`src/hw/rtl/als_pkg.sv`:
```
`timescale 1ns / 1ps

package als_pkg;

  // Angle formats
  localparam int ANGLE_FRAC_BITS = 13;
  localparam int INT_FRAC        = 30;
  localparam int ZSH             = INT_FRAC - ANGLE_FRAC_BITS;
  localparam int ANG_W           = 15;
  localparam int STATE_W         = 16;
  localparam int Z_W             = 32;

  // CORDIC sequencing
  localparam int CORDIC_STEPS = 16;
  localparam int ATAN_ENTRIES = 24;
  localparam int ATAN_IDX_W   = 5;
  localparam int STEPS        = (CORDIC_STEPS < ATAN_ENTRIES) ? CORDIC_STEPS : ATAN_ENTRIES;
  localparam int ITER_W       = (STEPS > 1) ? $clog2(STEPS) : 1;

  // vector datapath: holds 2*L*c + w*s times the CORDIC gain with margin
  localparam int VW = 46;

  // shared multiplier
  localparam int MUL_A_W = 32;
  localparam int MUL_B_W = 17;
  localparam int MUL_P_W = MUL_A_W + MUL_B_W;

  // lag gain is Q0.16
  localparam int LAG_FRAC = 16;
  localparam logic signed [MUL_P_W-1:0] LAG_RND = MUL_P_W'(1) << (LAG_FRAC - 1);

  // pi/2 in Q32, rounded to the angle format
  localparam longint HALF_PI_Q32 = 64'sd6746518852;
  localparam longint HALF_PI_L   =
    (HALF_PI_Q32 + (64'sd1 << (31 - ANGLE_FRAC_BITS))) >>> (32 - ANGLE_FRAC_BITS);
  localparam logic signed [STATE_W-1:0] HALF_PI = STATE_W'(HALF_PI_L);

  // config registers
  localparam int CFG_DW     = 32;
  localparam int APB_ADDR_W = 4;
  localparam logic [1:0] REG_WHEELBASE = 2'd0;
  localparam logic [1:0] REG_TRACK     = 2'd1;
  localparam logic [1:0] REG_LAG_GAIN  = 2'd2;
  localparam logic [11:0] WHEELBASE_RST = 12'd1530;
  localparam logic [11:0] TRACK_RST     = 12'd1200;
  localparam logic [15:0] LAG_GAIN_RST  = 16'd655;

  typedef struct packed {
    logic [11:0] wheelbase;
    logic [11:0] track;
    logic [15:0] lag_gain;
  } cfg_t;

  typedef enum logic {
    CM_ROTATE,
    CM_VECTOR
  } cmode_t;

  typedef struct packed {
    cmode_t              mode;
    logic [ITER_W-1:0]   shift;
  } step_ctl_t;

  typedef enum logic [3:0] {
    ST_IDLE,
    ST_LAG_MUL,
    ST_LAG_UPD,
    ST_ROT,
    ST_MUL_LS,
    ST_MUL_LC,
    ST_MUL_WS,
    ST_MUL_END,
    ST_VEC_INIT,
    ST_VEC,
    ST_VEC_END,
    ST_DONE
  } state_t;

  // atan(2^-i) in Q30, truncated
  function automatic logic signed [Z_W-1:0] atan_q30(input logic [ATAN_IDX_W-1:0] idx);
    logic signed [Z_W-1:0] v;
    case (idx)
      5'd0:    v = 32'sh3243F6A8;
      5'd1:    v = 32'sh1DAC6705;
      5'd2:    v = 32'sh0FADBAFC;
      5'd3:    v = 32'sh07F56EA6;
      5'd4:    v = 32'sh03FEAB76;
      5'd5:    v = 32'sh01FFD55B;
      5'd6:    v = 32'sh00FFFAAA;
      5'd7:    v = 32'sh007FFF55;
      5'd8:    v = 32'sh003FFFEA;
      5'd9:    v = 32'sh001FFFFD;
      5'd10:   v = 32'sh000FFFFF;
      5'd11:   v = 32'sh0007FFFF;
      5'd12:   v = 32'sh0003FFFF;
      5'd13:   v = 32'sh0001FFFF;
      5'd14:   v = 32'sh0000FFFF;
      5'd15:   v = 32'sh00007FFF;
      5'd16:   v = 32'sh00003FFF;
      5'd17:   v = 32'sh00001FFF;
      5'd18:   v = 32'sh00000FFF;
      5'd19:   v = 32'sh000007FF;
      5'd20:   v = 32'sh000003FF;
      5'd21:   v = 32'sh000001FF;
      5'd22:   v = 32'sh000000FF;
      5'd23:   v = 32'sh0000007F;
      default: v = '0;
    endcase
    return v;
  endfunction

endpackage

```
`src/hw/rtl/als_cfg_regs.sv`:
```
`timescale 1ns / 1ps

module als_cfg_regs import als_pkg::*; (
  input  logic                  clk,
  input  logic                  rst_n,
  input  logic                  psel,
  input  logic                  penable,
  input  logic                  pwrite,
  input  logic [APB_ADDR_W-1:0] paddr,
  input  logic [CFG_DW-1:0]     pwdata,
  output logic [CFG_DW-1:0]     prdata,
  output logic                  pready,
  output cfg_t                  cfg
);

  cfg_t       cfg_r;
  logic [1:0] idx;
  logic       wr_en;

  assign pready = 1'b1;
  assign idx    = paddr[APB_ADDR_W-1:2];
  assign wr_en  = psel & penable & pwrite;
  assign cfg    = cfg_r;

  always_ff @(posedge clk) begin
    if (!rst_n) begin
      cfg_r.wheelbase <= WHEELBASE_RST;
      cfg_r.track     <= TRACK_RST;
      cfg_r.lag_gain  <= LAG_GAIN_RST;
    end else if (wr_en) begin
      case (idx)
        REG_WHEELBASE: cfg_r.wheelbase <= pwdata[11:0];
        REG_TRACK:     cfg_r.track     <= pwdata[11:0];
        REG_LAG_GAIN:  cfg_r.lag_gain  <= pwdata[15:0];
        default: ;
      endcase
    end
  end

  always_comb begin
    case (idx)
      REG_WHEELBASE: prdata = CFG_DW'(cfg_r.wheelbase);
      REG_TRACK:     prdata = CFG_DW'(cfg_r.track);
      REG_LAG_GAIN:  prdata = CFG_DW'(cfg_r.lag_gain);
      default:       prdata = '0;
    endcase
  end

endmodule

```
`src/hw/rtl/als_mul.sv`:
```
`timescale 1ns / 1ps

module als_mul import als_pkg::*; (
  input  logic                      clk,
  input  logic signed [MUL_A_W-1:0] a_i,
  input  logic signed [MUL_B_W-1:0] b_i,
  output logic signed [MUL_P_W-1:0] p_o
);

  logic signed [MUL_P_W-1:0] p_r;

  // product registered, read in the cycle after the operands
  always_ff @(posedge clk) begin
    p_r <= MUL_P_W'(a_i) * MUL_P_W'(b_i);
  end

  assign p_o = p_r;

endmodule

```
`src/hw/rtl/als_cordic_step.sv`:
```
`timescale 1ns / 1ps

module als_cordic_step import als_pkg::*; (
  input  logic signed [VW-1:0]  x_i,
  input  logic signed [VW-1:0]  y_i,
  input  logic signed [Z_W-1:0] z_i,
  input  step_ctl_t             ctl,
  output logic signed [VW-1:0]  x_o,
  output logic signed [VW-1:0]  y_o,
  output logic signed [Z_W-1:0] z_o
);

  logic signed [VW-1:0]  xs;
  logic signed [VW-1:0]  ys;
  logic signed [Z_W-1:0] ang;
  logic                  ccw;
  logic                  y_pos;

  assign xs    = x_i >>> ctl.shift;
  assign ys    = y_i >>> ctl.shift;
  assign ang   = atan_q30(ATAN_IDX_W'(ctl.shift));
  assign y_pos = !y_i[VW-1] && (y_i != '0);

  // rotate: turn toward z = 0; vector: turn toward y = 0
  assign ccw = (ctl.mode == CM_ROTATE) ? !z_i[Z_W-1] : !y_pos;

  assign x_o = ccw ? (x_i - ys) : (x_i + ys);
  assign y_o = ccw ? (y_i + xs) : (y_i - xs);
  assign z_o = ccw ? (z_i - ang) : (z_i + ang);

endmodule

```
`src/hw/rtl/ackermann_steer_lag_step_unit.sv`:
```
`timescale 1ns / 1ps

// Ackermann steering step with a first-order lagged steering column.
// Input channel (in_valid/in_ready): one word per tick, in_steer_command,
// target column angle in signed Q2.13 radians.
// Output channel (out_valid/out_ready): one word per input word, holding the
// updated column angle and the left and right front wheel angles (Q2.13).
// Config: APB-style port, pready always high; wheelbase_mm at 0x0,
// track_mm at 0x4, lag_gain at 0x8. Write only while the block is idle.
// Timing: in_ready is high only in idle. From acceptance to out_valid a word
// passes through the lag multiply and update, 16 rotation steps, the
// multiplier states, two vectoring passes and a load state; in_ready
// returns with out_valid, so a new word is taken only when the last is
// done. A zero column angle skips the CORDIC work; a zero x component
// skips one vectoring pass. The sequence is set by the one shared CORDIC
// step unit and the one shared multiplier, used in turn under the sequencer.
// Stall: the result sits in an output register; the next word is accepted
// while it waits, and that word's result holds in the load state until the
// register is taken.
// Reset (rst_n, synchronous): column angle cleared, registers to defaults,
// out_valid low.

module ackermann_steer_lag_step_unit import als_pkg::*; (
  input  logic                     clk,
  input  logic                     rst_n,
  // input word
  input  logic                     in_valid,
  output logic                     in_ready,
  input  logic signed [ANG_W-1:0]  in_steer_command,
  // result word
  output logic                     out_valid,
  input  logic                     out_ready,
  output logic signed [ANG_W-1:0]  out_column_angle,
  output logic signed [ANG_W-1:0]  out_left_wheel_angle,
  output logic signed [ANG_W-1:0]  out_right_wheel_angle,
  // config port
  input  logic                     psel,
  input  logic                     penable,
  input  logic                     pwrite,
  input  logic [APB_ADDR_W-1:0]    paddr,
  input  logic [CFG_DW-1:0]        pwdata,
  output logic [CFG_DW-1:0]        prdata,
  output logic                     pready
);

  localparam logic signed [VW-1:0]  ROT_X0  = VW'(1) << 28;
  localparam logic signed [Z_W:0]   VEC_RND = (Z_W+1)'(1) << (ZSH - 1);
  localparam logic [ITER_W-1:0]     ITER_LAST = ITER_W'(STEPS - 1);

  function automatic logic signed [STATE_W-1:0] clamp_hp(input logic signed [Z_W:0] v);
    logic signed [STATE_W-1:0] r;
    if (v > HALF_PI) begin
      r = HALF_PI;
    end else if (v < -HALF_PI) begin
      r = -HALF_PI;
    end else begin
      r = STATE_W'(v);
    end
    return r;
  endfunction

  cfg_t cfg;

  state_t state_r, state_nxt;

  logic signed [ANG_W-1:0]   cmd_r;
  logic signed [STATE_W-1:0] column_r;
  logic signed [VW-1:0]      cx_r, cy_r;
  logic signed [Z_W-1:0]     cz_r;
  logic [ITER_W-1:0]         iter_r;
  logic                      side_r;     // 0: left wheel, 1: right wheel
  logic signed [VW-1:0]      ls_r, lc_r, ws_r;
  logic signed [ANG_W-1:0]   left_r, right_r;

  logic                      out_valid_r;
  logic signed [ANG_W-1:0]   out_col_r, out_left_r, out_right_r;

  logic signed [MUL_A_W-1:0] mul_a;
  logic signed [MUL_B_W-1:0] mul_b;
  logic signed [MUL_P_W-1:0] mul_p;

  step_ctl_t                 step_ctl;
  logic signed [VW-1:0]      step_x, step_y;
  logic signed [Z_W-1:0]     step_z;

  logic signed [STATE_W:0]   diff;
  logic signed [MUL_P_W-1:0] lag_round;
  logic signed [MUL_P_W-1:0] lag_delta;
  logic signed [STATE_W+1:0] col_sum;
  logic signed [STATE_W-1:0] col_nxt;

  logic signed [VW-1:0]      vx, vy;
  logic                      vx_zero, vy_pos, vy_neg;
  logic signed [STATE_W-1:0] axis_ang;
  logic signed [Z_W:0]       z_round;
  logic signed [STATE_W-1:0] wheel_ang;

  logic in_acc, out_free, iter_last;

  als_cfg_regs u_cfg (
    .clk     (clk),
    .rst_n   (rst_n),
    .psel    (psel),
    .penable (penable),
    .pwrite  (pwrite),
    .paddr   (paddr),
    .pwdata  (pwdata),
    .prdata  (prdata),
    .pready  (pready),
    .cfg     (cfg)
  );

  als_mul u_mul (
    .clk (clk),
    .a_i (mul_a),
    .b_i (mul_b),
    .p_o (mul_p)
  );

  als_cordic_step u_step (
    .x_i (cx_r),
    .y_i (cy_r),
    .z_i (cz_r),
    .ctl (step_ctl),
    .x_o (step_x),
    .y_o (step_y),
    .z_o (step_z)
  );

  assign in_acc    = in_valid && in_ready;
  assign out_free  = !out_valid_r || out_ready;
  assign iter_last = (iter_r == ITER_LAST);

  // lag step: delta = round-half-up((cmd - col) * gain / 2^16), then clamp
  assign diff      = (STATE_W+1)'(cmd_r) - (STATE_W+1)'(column_r);
  assign lag_round = mul_p + LAG_RND;
  assign lag_delta = lag_round >>> LAG_FRAC;
  assign col_sum   = (STATE_W+2)'(column_r) + (STATE_W+2)'(lag_delta);
  assign col_nxt   = clamp_hp((Z_W+1)'(col_sum));

  // vector for the wheel in turn: x = 2Lc -+ ws, y = 2Ls
  assign vx      = side_r ? ((lc_r <<< 1) + ws_r) : ((lc_r <<< 1) - ws_r);
  assign vy      = ls_r <<< 1;
  assign vx_zero = (vx == '0);
  assign vy_neg  = vy[VW-1];
  assign vy_pos  = !vy[VW-1] && (vy != '0);
  assign axis_ang = vy_pos ? HALF_PI : (vy_neg ? -HALF_PI : '0);

  // Q30 angle back to the output format
  assign z_round   = (Z_W+1)'(cz_r) + VEC_RND;
  assign wheel_ang = clamp_hp(z_round >>> ZSH);

  // next state
  always_comb begin
    state_nxt = state_r;
    case (state_r)
      ST_IDLE:     if (in_valid) state_nxt = ST_LAG_MUL;
      ST_LAG_MUL:  state_nxt = ST_LAG_UPD;
      ST_LAG_UPD:  state_nxt = (col_nxt == '0) ? ST_DONE : ST_ROT;
      ST_ROT:      if (iter_last) state_nxt = ST_MUL_LS;
      ST_MUL_LS:   state_nxt = ST_MUL_LC;
      ST_MUL_LC:   state_nxt = ST_MUL_WS;
      ST_MUL_WS:   state_nxt = ST_MUL_END;
      ST_MUL_END:  state_nxt = ST_VEC_INIT;
      ST_VEC_INIT: begin
        if (!vx_zero) begin
          state_nxt = ST_VEC;
        end else if (side_r) begin
          state_nxt = ST_DONE;
        end
      end
      ST_VEC:      if (iter_last) state_nxt = ST_VEC_END;
      ST_VEC_END:  state_nxt = side_r ? ST_DONE : ST_VEC_INIT;
      ST_DONE:     if (out_free) state_nxt = ST_IDLE;
      default:     state_nxt = ST_IDLE;
    endcase
  end

  // sequencer outputs: handshake, multiplier operands, step unit mode
  always_comb begin
    in_ready       = 1'b0;
    mul_a          = '0;
    mul_b          = '0;
    step_ctl.mode  = CM_ROTATE;
    step_ctl.shift = iter_r;
    case (state_r)
      ST_IDLE:    in_ready = 1'b1;
      ST_LAG_MUL: begin
        mul_a = MUL_A_W'(diff);
        mul_b = signed'(MUL_B_W'(cfg.lag_gain));
      end
      ST_MUL_LS: begin
        mul_a = MUL_A_W'(cy_r);
        mul_b = signed'(MUL_B_W'(cfg.wheelbase));
      end
      ST_MUL_LC: begin
        mul_a = MUL_A_W'(cx_r);
        mul_b = signed'(MUL_B_W'(cfg.wheelbase));
      end
      ST_MUL_WS: begin
        mul_a = MUL_A_W'(cy_r);
        mul_b = signed'(MUL_B_W'(cfg.track));
      end
      ST_VEC:     step_ctl.mode = CM_VECTOR;
      default: ;
    endcase
  end

  // control registers
  always_ff @(posedge clk) begin
    if (!rst_n) begin
      state_r     <= ST_IDLE;
      column_r    <= '0;
      iter_r      <= '0;
      side_r      <= 1'b0;
      out_valid_r <= 1'b0;
    end else begin
      state_r <= state_nxt;
      case (state_r)
        ST_LAG_UPD: begin
          column_r <= col_nxt;
          iter_r   <= '0;
          side_r   <= 1'b0;
        end
        ST_ROT, ST_VEC: iter_r <= iter_last ? '0 : iter_r + 1'b1;
        ST_VEC_INIT: begin
          iter_r <= '0;
          if (vx_zero) side_r <= 1'b1;
        end
        ST_VEC_END: side_r <= 1'b1;
        default: ;
      endcase
      if (state_r == ST_DONE && out_free) begin
        out_valid_r <= 1'b1;
      end else if (out_ready) begin
        out_valid_r <= 1'b0;
      end
    end
  end

  // datapath registers
  always_ff @(posedge clk) begin
    if (in_acc) cmd_r <= in_steer_command;
    case (state_r)
      ST_LAG_UPD: begin
        cx_r    <= ROT_X0;
        cy_r    <= '0;
        cz_r    <= Z_W'(col_nxt) <<< ZSH;
        left_r  <= '0;
        right_r <= '0;
      end
      ST_ROT, ST_VEC: begin
        cx_r <= step_x;
        cy_r <= step_y;
        cz_r <= step_z;
      end
      ST_MUL_LC:  ls_r <= VW'(mul_p);
      ST_MUL_WS:  lc_r <= VW'(mul_p);
      ST_MUL_END: ws_r <= VW'(mul_p);
      ST_VEC_INIT: begin
        // fold into the right half plane so the angle stays within +-pi/2
        cx_r <= vx[VW-1] ? -vx : vx;
        cy_r <= vx[VW-1] ? -vy : vy;
        cz_r <= '0;
        if (vx_zero) begin
          if (side_r) right_r <= ANG_W'(axis_ang);
          else        left_r  <= ANG_W'(axis_ang);
        end
      end
      ST_VEC_END: begin
        if (side_r) right_r <= ANG_W'(wheel_ang);
        else        left_r  <= ANG_W'(wheel_ang);
      end
      ST_DONE: begin
        if (out_free) begin
          out_col_r   <= ANG_W'(column_r);
          out_left_r  <= left_r;
          out_right_r <= right_r;
        end
      end
      default: ;
    endcase
  end

  assign out_valid             = out_valid_r;
  assign out_column_angle      = out_col_r;
  assign out_left_wheel_angle  = out_left_r;
  assign out_right_wheel_angle = out_right_r;

  // column result never leaves +-pi/2
  a_col_range: assert property (@(posedge clk) disable iff (!rst_n)
    out_valid |-> (out_column_angle <= HALF_PI) && (out_column_angle >= -HALF_PI))
    else $error("column angle out of range");

  // wheel results never leave +-pi/2
  a_wheel_range: assert property (@(posedge clk) disable iff (!rst_n)
    out_valid |-> (out_left_wheel_angle <= HALF_PI) && (out_left_wheel_angle >= -HALF_PI)
               && (out_right_wheel_angle <= HALF_PI) && (out_right_wheel_angle >= -HALF_PI))
    else $error("wheel angle out of range");

  // straight column gives straight wheels
  a_zero_col: assert property (@(posedge clk) disable iff (!rst_n)
    (out_valid && out_column_angle == '0) |->
      (out_left_wheel_angle == '0) && (out_right_wheel_angle == '0))
    else $error("nonzero wheel angle on straight column");

  // an accepted word starts the lag multiply
  a_start: assert property (@(posedge clk) disable iff (!rst_n)
    in_acc |=> (state_r == ST_LAG_MUL))
    else $error("accepted word did not start");

  // the last rotation step leads to the multiplies with the iteration count cleared
  a_rot_end: assert property (@(posedge clk) disable iff (!rst_n)
    (state_r == ST_ROT && iter_last) |=> (state_r == ST_MUL_LS) && (iter_r == '0))
    else $error("rotation sequence broken");

endmodule
```
`config.mk`:
```
export PLATFORM = sky130hd
export DESIGN_NAME = ackermann_steer_lag_step_unit
export DESIGN_NICKNAME = d
export VERILOG_FILES = /design/src/hw/rtl/als_pkg.sv /design/src/hw/rtl/als_cfg_regs.sv /design/src/hw/rtl/als_mul.sv /design/src/hw/rtl/als_cordic_step.sv /design/src/hw/rtl/ackermann_steer_lag_step_unit.sv
export SDC_FILE = /design/constraint.sdc
export NUM_CORES = 2
export LEC_CHECK = 0
export BUFFER_PORTS_ARGS = -buffer_cell sky130_fd_sc_hd__buf_4
export CORE_AREA = 2 2 390 296
export CTS_CLUSTER_DIAMETER = 50
export CTS_CLUSTER_SIZE = 40
export DETAILED_ROUTE_END_ITERATION = 10
export DIE_AREA = 0 0 392 298
export PLACE_DENSITY_LB_ADDON = 0.2
export SLEW_MARGIN = 20
export SYNTH_ARGS = -nofsm -noshare
export SYNTH_HDL_FRONTEND = slang
export SYNTH_SLANG_ARGS = --single-unit
```
`constraint.sdc`:
```
create_clock -name clk -period 18.7 [get_ports clk]
set_clock_uncertainty 0.05 [all_clocks]
set_input_delay 1.87 -clock clk [delete_from_list [all_inputs] [get_ports clk]]
set_output_delay 1.87 -clock clk [all_outputs]
set_load 0.05 [all_outputs]
```
==> impl_results.md <==
- Status: complete, no violations
- Maximum fanout along the worst path: 8
- Clk slew on worst S/H paths: 80 ps
- Overall Global Routing Usage: 30.4%
- Total power: roughly 8.2 mW
- CTS tree: done
- Peak VDD IR: roughly 100 uV
- Max_slew headroom: between 10% and 20%
- # rows: around 110
- R2R Path End: u_mul.p_o[44]
- Mapped Area: about 56000 um2
- Yosys Warn Count: 0
- Boundary Pins: 138
- P_int: roughly 4.1 mW
- Hold_sp: left_r[14]
- Number of antenna violations at the first check in global routing: 3
- R2R depth: 38
- Cts hold-fix bufs: 0
- DRT antenna net count: 0
- Die W: approximately 390 um
- Power Dens Cells: about 140 nW/um2
- Yosys top cell area share: approximately a fifth
- Final HPWL DP: 142 mm
- Unrepaired setup endpoints after global routing: false
- Clock share of power: approximately 15%
- Vias per cell: 6.08
- CP max stage delay: about 700 ps
- Register area share after synthesis: 23.8%
- Ys async rst share: 0%
- Avg Cell Area, Syn: ~8.9 um2
- Logic pwr share: 62.9%
- Wire per inst: 22.9 um
- Reg-to-reg startpoint: column_r[1]
- Inserted Clock Buffers: 57
- Worst Tran Pin Value: 1330 ps
- Leakage: 26.0 nW
- Crit path kind: register to register
- Hold Path Class: register to register
- H-tree depth: 2
- Post-CTS Setup Bufs: 0
- Sw Ratio: 50.1%
- Share of cells above drive strength 1: a little under 8%
- Flop pwr share: 21.7%
- Reg2reg setup slack: between 7000 and 8000 ps
- Final Hold Violating Endpoints: 0
- Skew-Pair Late Insertion Delay: roughly 700 ps
- Global route total overflow: 0
- PostCTS Resize Cnt: 0
- CTS max path bufs: 3
- # setup viols final: 0
- Area leader, netlist: edfxtp_1
- CP arrival: roughly 12000 ps
- Post-route DRC: 0
- Req. time, crit path: around 19000 ps
- PortBufs: between 100 and 150
- Cells after synthesis: between 6000 and 7000
- Achievable frequency: between 0.08 and 0.09 GHz
- CP max stage cell: o21ai_1
- First-pass GRT wire length: between 200 and 300 mm
- Core ar.: about 110000 um2
- Max Slew Vio Count: 0
- Number of library cell types mapped by synthesis: between 100 and 150
- Synth area leaders: edfxtp_1 19%, fa_1 17%, ha_1 8.2%
- CP startpoint kind: register
- Final setup TNS: 0 ps
- Initial drt markers: between 5000 and 6000
- Top_reg_cell synth: edfxtp_1
- Clock Tree Root: clkbuf_16
- Seq cells post-synth: about 490
- Die area: around 120000 um2
- CP Capture Type: register
- TritonCTS Sinks: 491
- Synth-to-layout area growth: 7.77%
- Pre-antenna DRT Iters: 6
- Initial Utilization: 49.8%
- Final WL: about 180 mm
- Hold path endpoint: out_left_wheel_angle[14]
- Hold path cells: 0
- Number of global-route vias before repair: 44600
- Max cap viols: 0
- Via Count: ~48000
- Crit share post-route: about three fifths
- Final Critical Period: 11280 ps
- EDFF count, synth: 350
- Switch Pwr: roughly 4 mW
- Final nets: roughly 7200
- DIE HEIGHT: about 300 um
- Most frequent CP cell: fa_1
- Placer Congestion: around 0.96
- Largest net degree at the start of global routing: between 60 and 70
-- cells in the mapped netlist (all sizes together), types with 26 or more instances --
| cell | count |
|---|---|
| or3 | 35 |
| a31oi | 57 |
| nand2 | 721 |
| inv | 792 |
| o21a | 48 |
| o21bai | 41 |
| a211oi | 32 |
| nor4 | 40 |
| o31ai | 43 |
| nor2 | 524 |
| xor2 | 179 |
| mux2 | 26 |
| o22ai | 102 |
| and3 | 51 |
| nand2b | 58 |
| xnor2 | 268 |
| or2 | 30 |
| a21o | 109 |
| clkbuf | 214 |
| dfxtp | 141 |
| a21oi | 389 |
| nand4 | 43 |
| fa | 476 |
| nor2b | 55 |
| nor3 | 101 |
| mux4 | 96 |
| a22oi | 27 |
| nand3 | 121 |
| o21ai | 259 |
| ha | 368 |
| and2 | 49 |
| buf | 81 |
| o211ai | 38 |
| edfxtp | 350 |
| mux2i | 79 |
-- power by group through the flow --
stage | combinational [mW] | sequential [mW] | clock, mW
floorplan | 3.77 | 1.61 | 0
global placement | 4.93 | 1.78 | 0
detailed placement | 4.99 | 1.78 | 0
CTS | 5.04 | 1.76 | 1.28
global route | 5.63 | 1.79 | 1.31
finish | 5.15 | 1.78 | 1.26
-- worst max path at each step --
stage | from | to | slack [ps] | depth (start not counted)
floorplan | state_r[1] | u_mul.p_o[45] | 9330 | 31
global placement | column_r[1] | u_mul.p_o[44] | 7880 | 38
detailed placement | column_r[1] | u_mul.p_o[44] | 7780 | 38
CTS | column_r[1] | u_mul.p_o[44] | 7700 | 38
global route | column_r[1] | u_mul.p_o[44] | 6970 | 38
finish | column_r[1] | u_mul.p_o[44] | 7420 | 38
-- worst max-delay path: cells and delay by family, from the launching register on --
family | cells | cell delay, ps
simple gates | 4 | 770
xor+xnor | 2 | 230
buf+inv | 5 | 510
compound gates | 19 | 5390
flops | 1 | 470
fa+ha+maj | 8 | 3750
-- cell type report --
cell class              count  area [um2]
fillers                 10400       52200
flip-flops and latches    491       13300
multi-input cells        4742       38800
repair buffers            175        1310
diodes                      1        2.50
inverters                 793        2980
clock buffers              59        1480
well taps                1526        1910
clock inverters            49         664
-- cells by family after synthesis --
kind of cell | Yosys count | synth area share, %
adders and majority gates | 844 | 25.2
AOI/OAI and AO/OA | 1341 | 15.3
and+or+nand+nor | 1892 | 15.4
DFF | 491 | 23.8
xor gates and xnor gates | 447 | 6.99
other | 2 | 0.0134
muxes | 201 | 5.78
buffers and inverters | 1088 | 7.51
-- layout by cell type (no fill, tap or decap), types with 35 or more instances in the layout --
| master | instances |
|---|---|
| xnor2_1 | 266 |
| and2_1 | 46 |
| o21bai_1 | 41 |
| mux4_2 | 96 |
| xor2_1 | 178 |
| o21a_1 | 48 |
| a21oi_1 | 388 |
| ha_1 | 368 |
| o31ai_1 | 42 |
| mux2i_1 | 79 |
| o22ai_1 | 102 |
| dfxtp_1 | 136 |
| o21ai_0 | 244 |
| clkbuf_16 | 59 |
| a21o_1 | 109 |
| nand3_1 | 118 |
| nor3_1 | 98 |
| nand2b_1 | 58 |
| inv_1 | 786 |
| a31oi_1 | 55 |
| and3_1 | 51 |
| or3_1 | 35 |
| o211ai_1 | 36 |
| nor2b_1 | 54 |
| nand4_1 | 43 |
| buf_4 | 173 |
| nor2_1 | 517 |
| nand2_1 | 719 |
| edfxtp_1 | 350 |
| fa_1 | 476 |
-- per-stage QoR --
step,hold WS (ps),area [um2],utilization (%),worst slack (ps),cells
finish,364,60500,53.7,7420,7836
floorplan,336,56200,-,9330,6321
global route,371,60500,53.7,6970,7835
global placement,351,58300,51.7,7880,7725
CTS,366,60500,53.6,7700,7834
detailed placement,355,58300,51.7,7780,7726
-- state kept, by name, indices dropped and copies added, names as in the netlist, 29 cells and up --
name	cells
u_mul.p_o	46
cz_r	32
u_cfg.cfg	40
cx_r	46
ws_r	46
cy_r	46
u_step.ang	29
lc_r	45
ls_r	45
-- per-layer routing --
metal | GRT usage, % | vias up | share of wire, %
met5 | 0 | - | 0.023
met4 | 8.15 | 6 | 3.0
met3 | 6.33 | 271 | 11
met2 | 42.0 | 2533 | 40
met1 | 47.6 | 23300 | 45
li1 | - | 21600 | -
(Power assumes the default switching activity.)
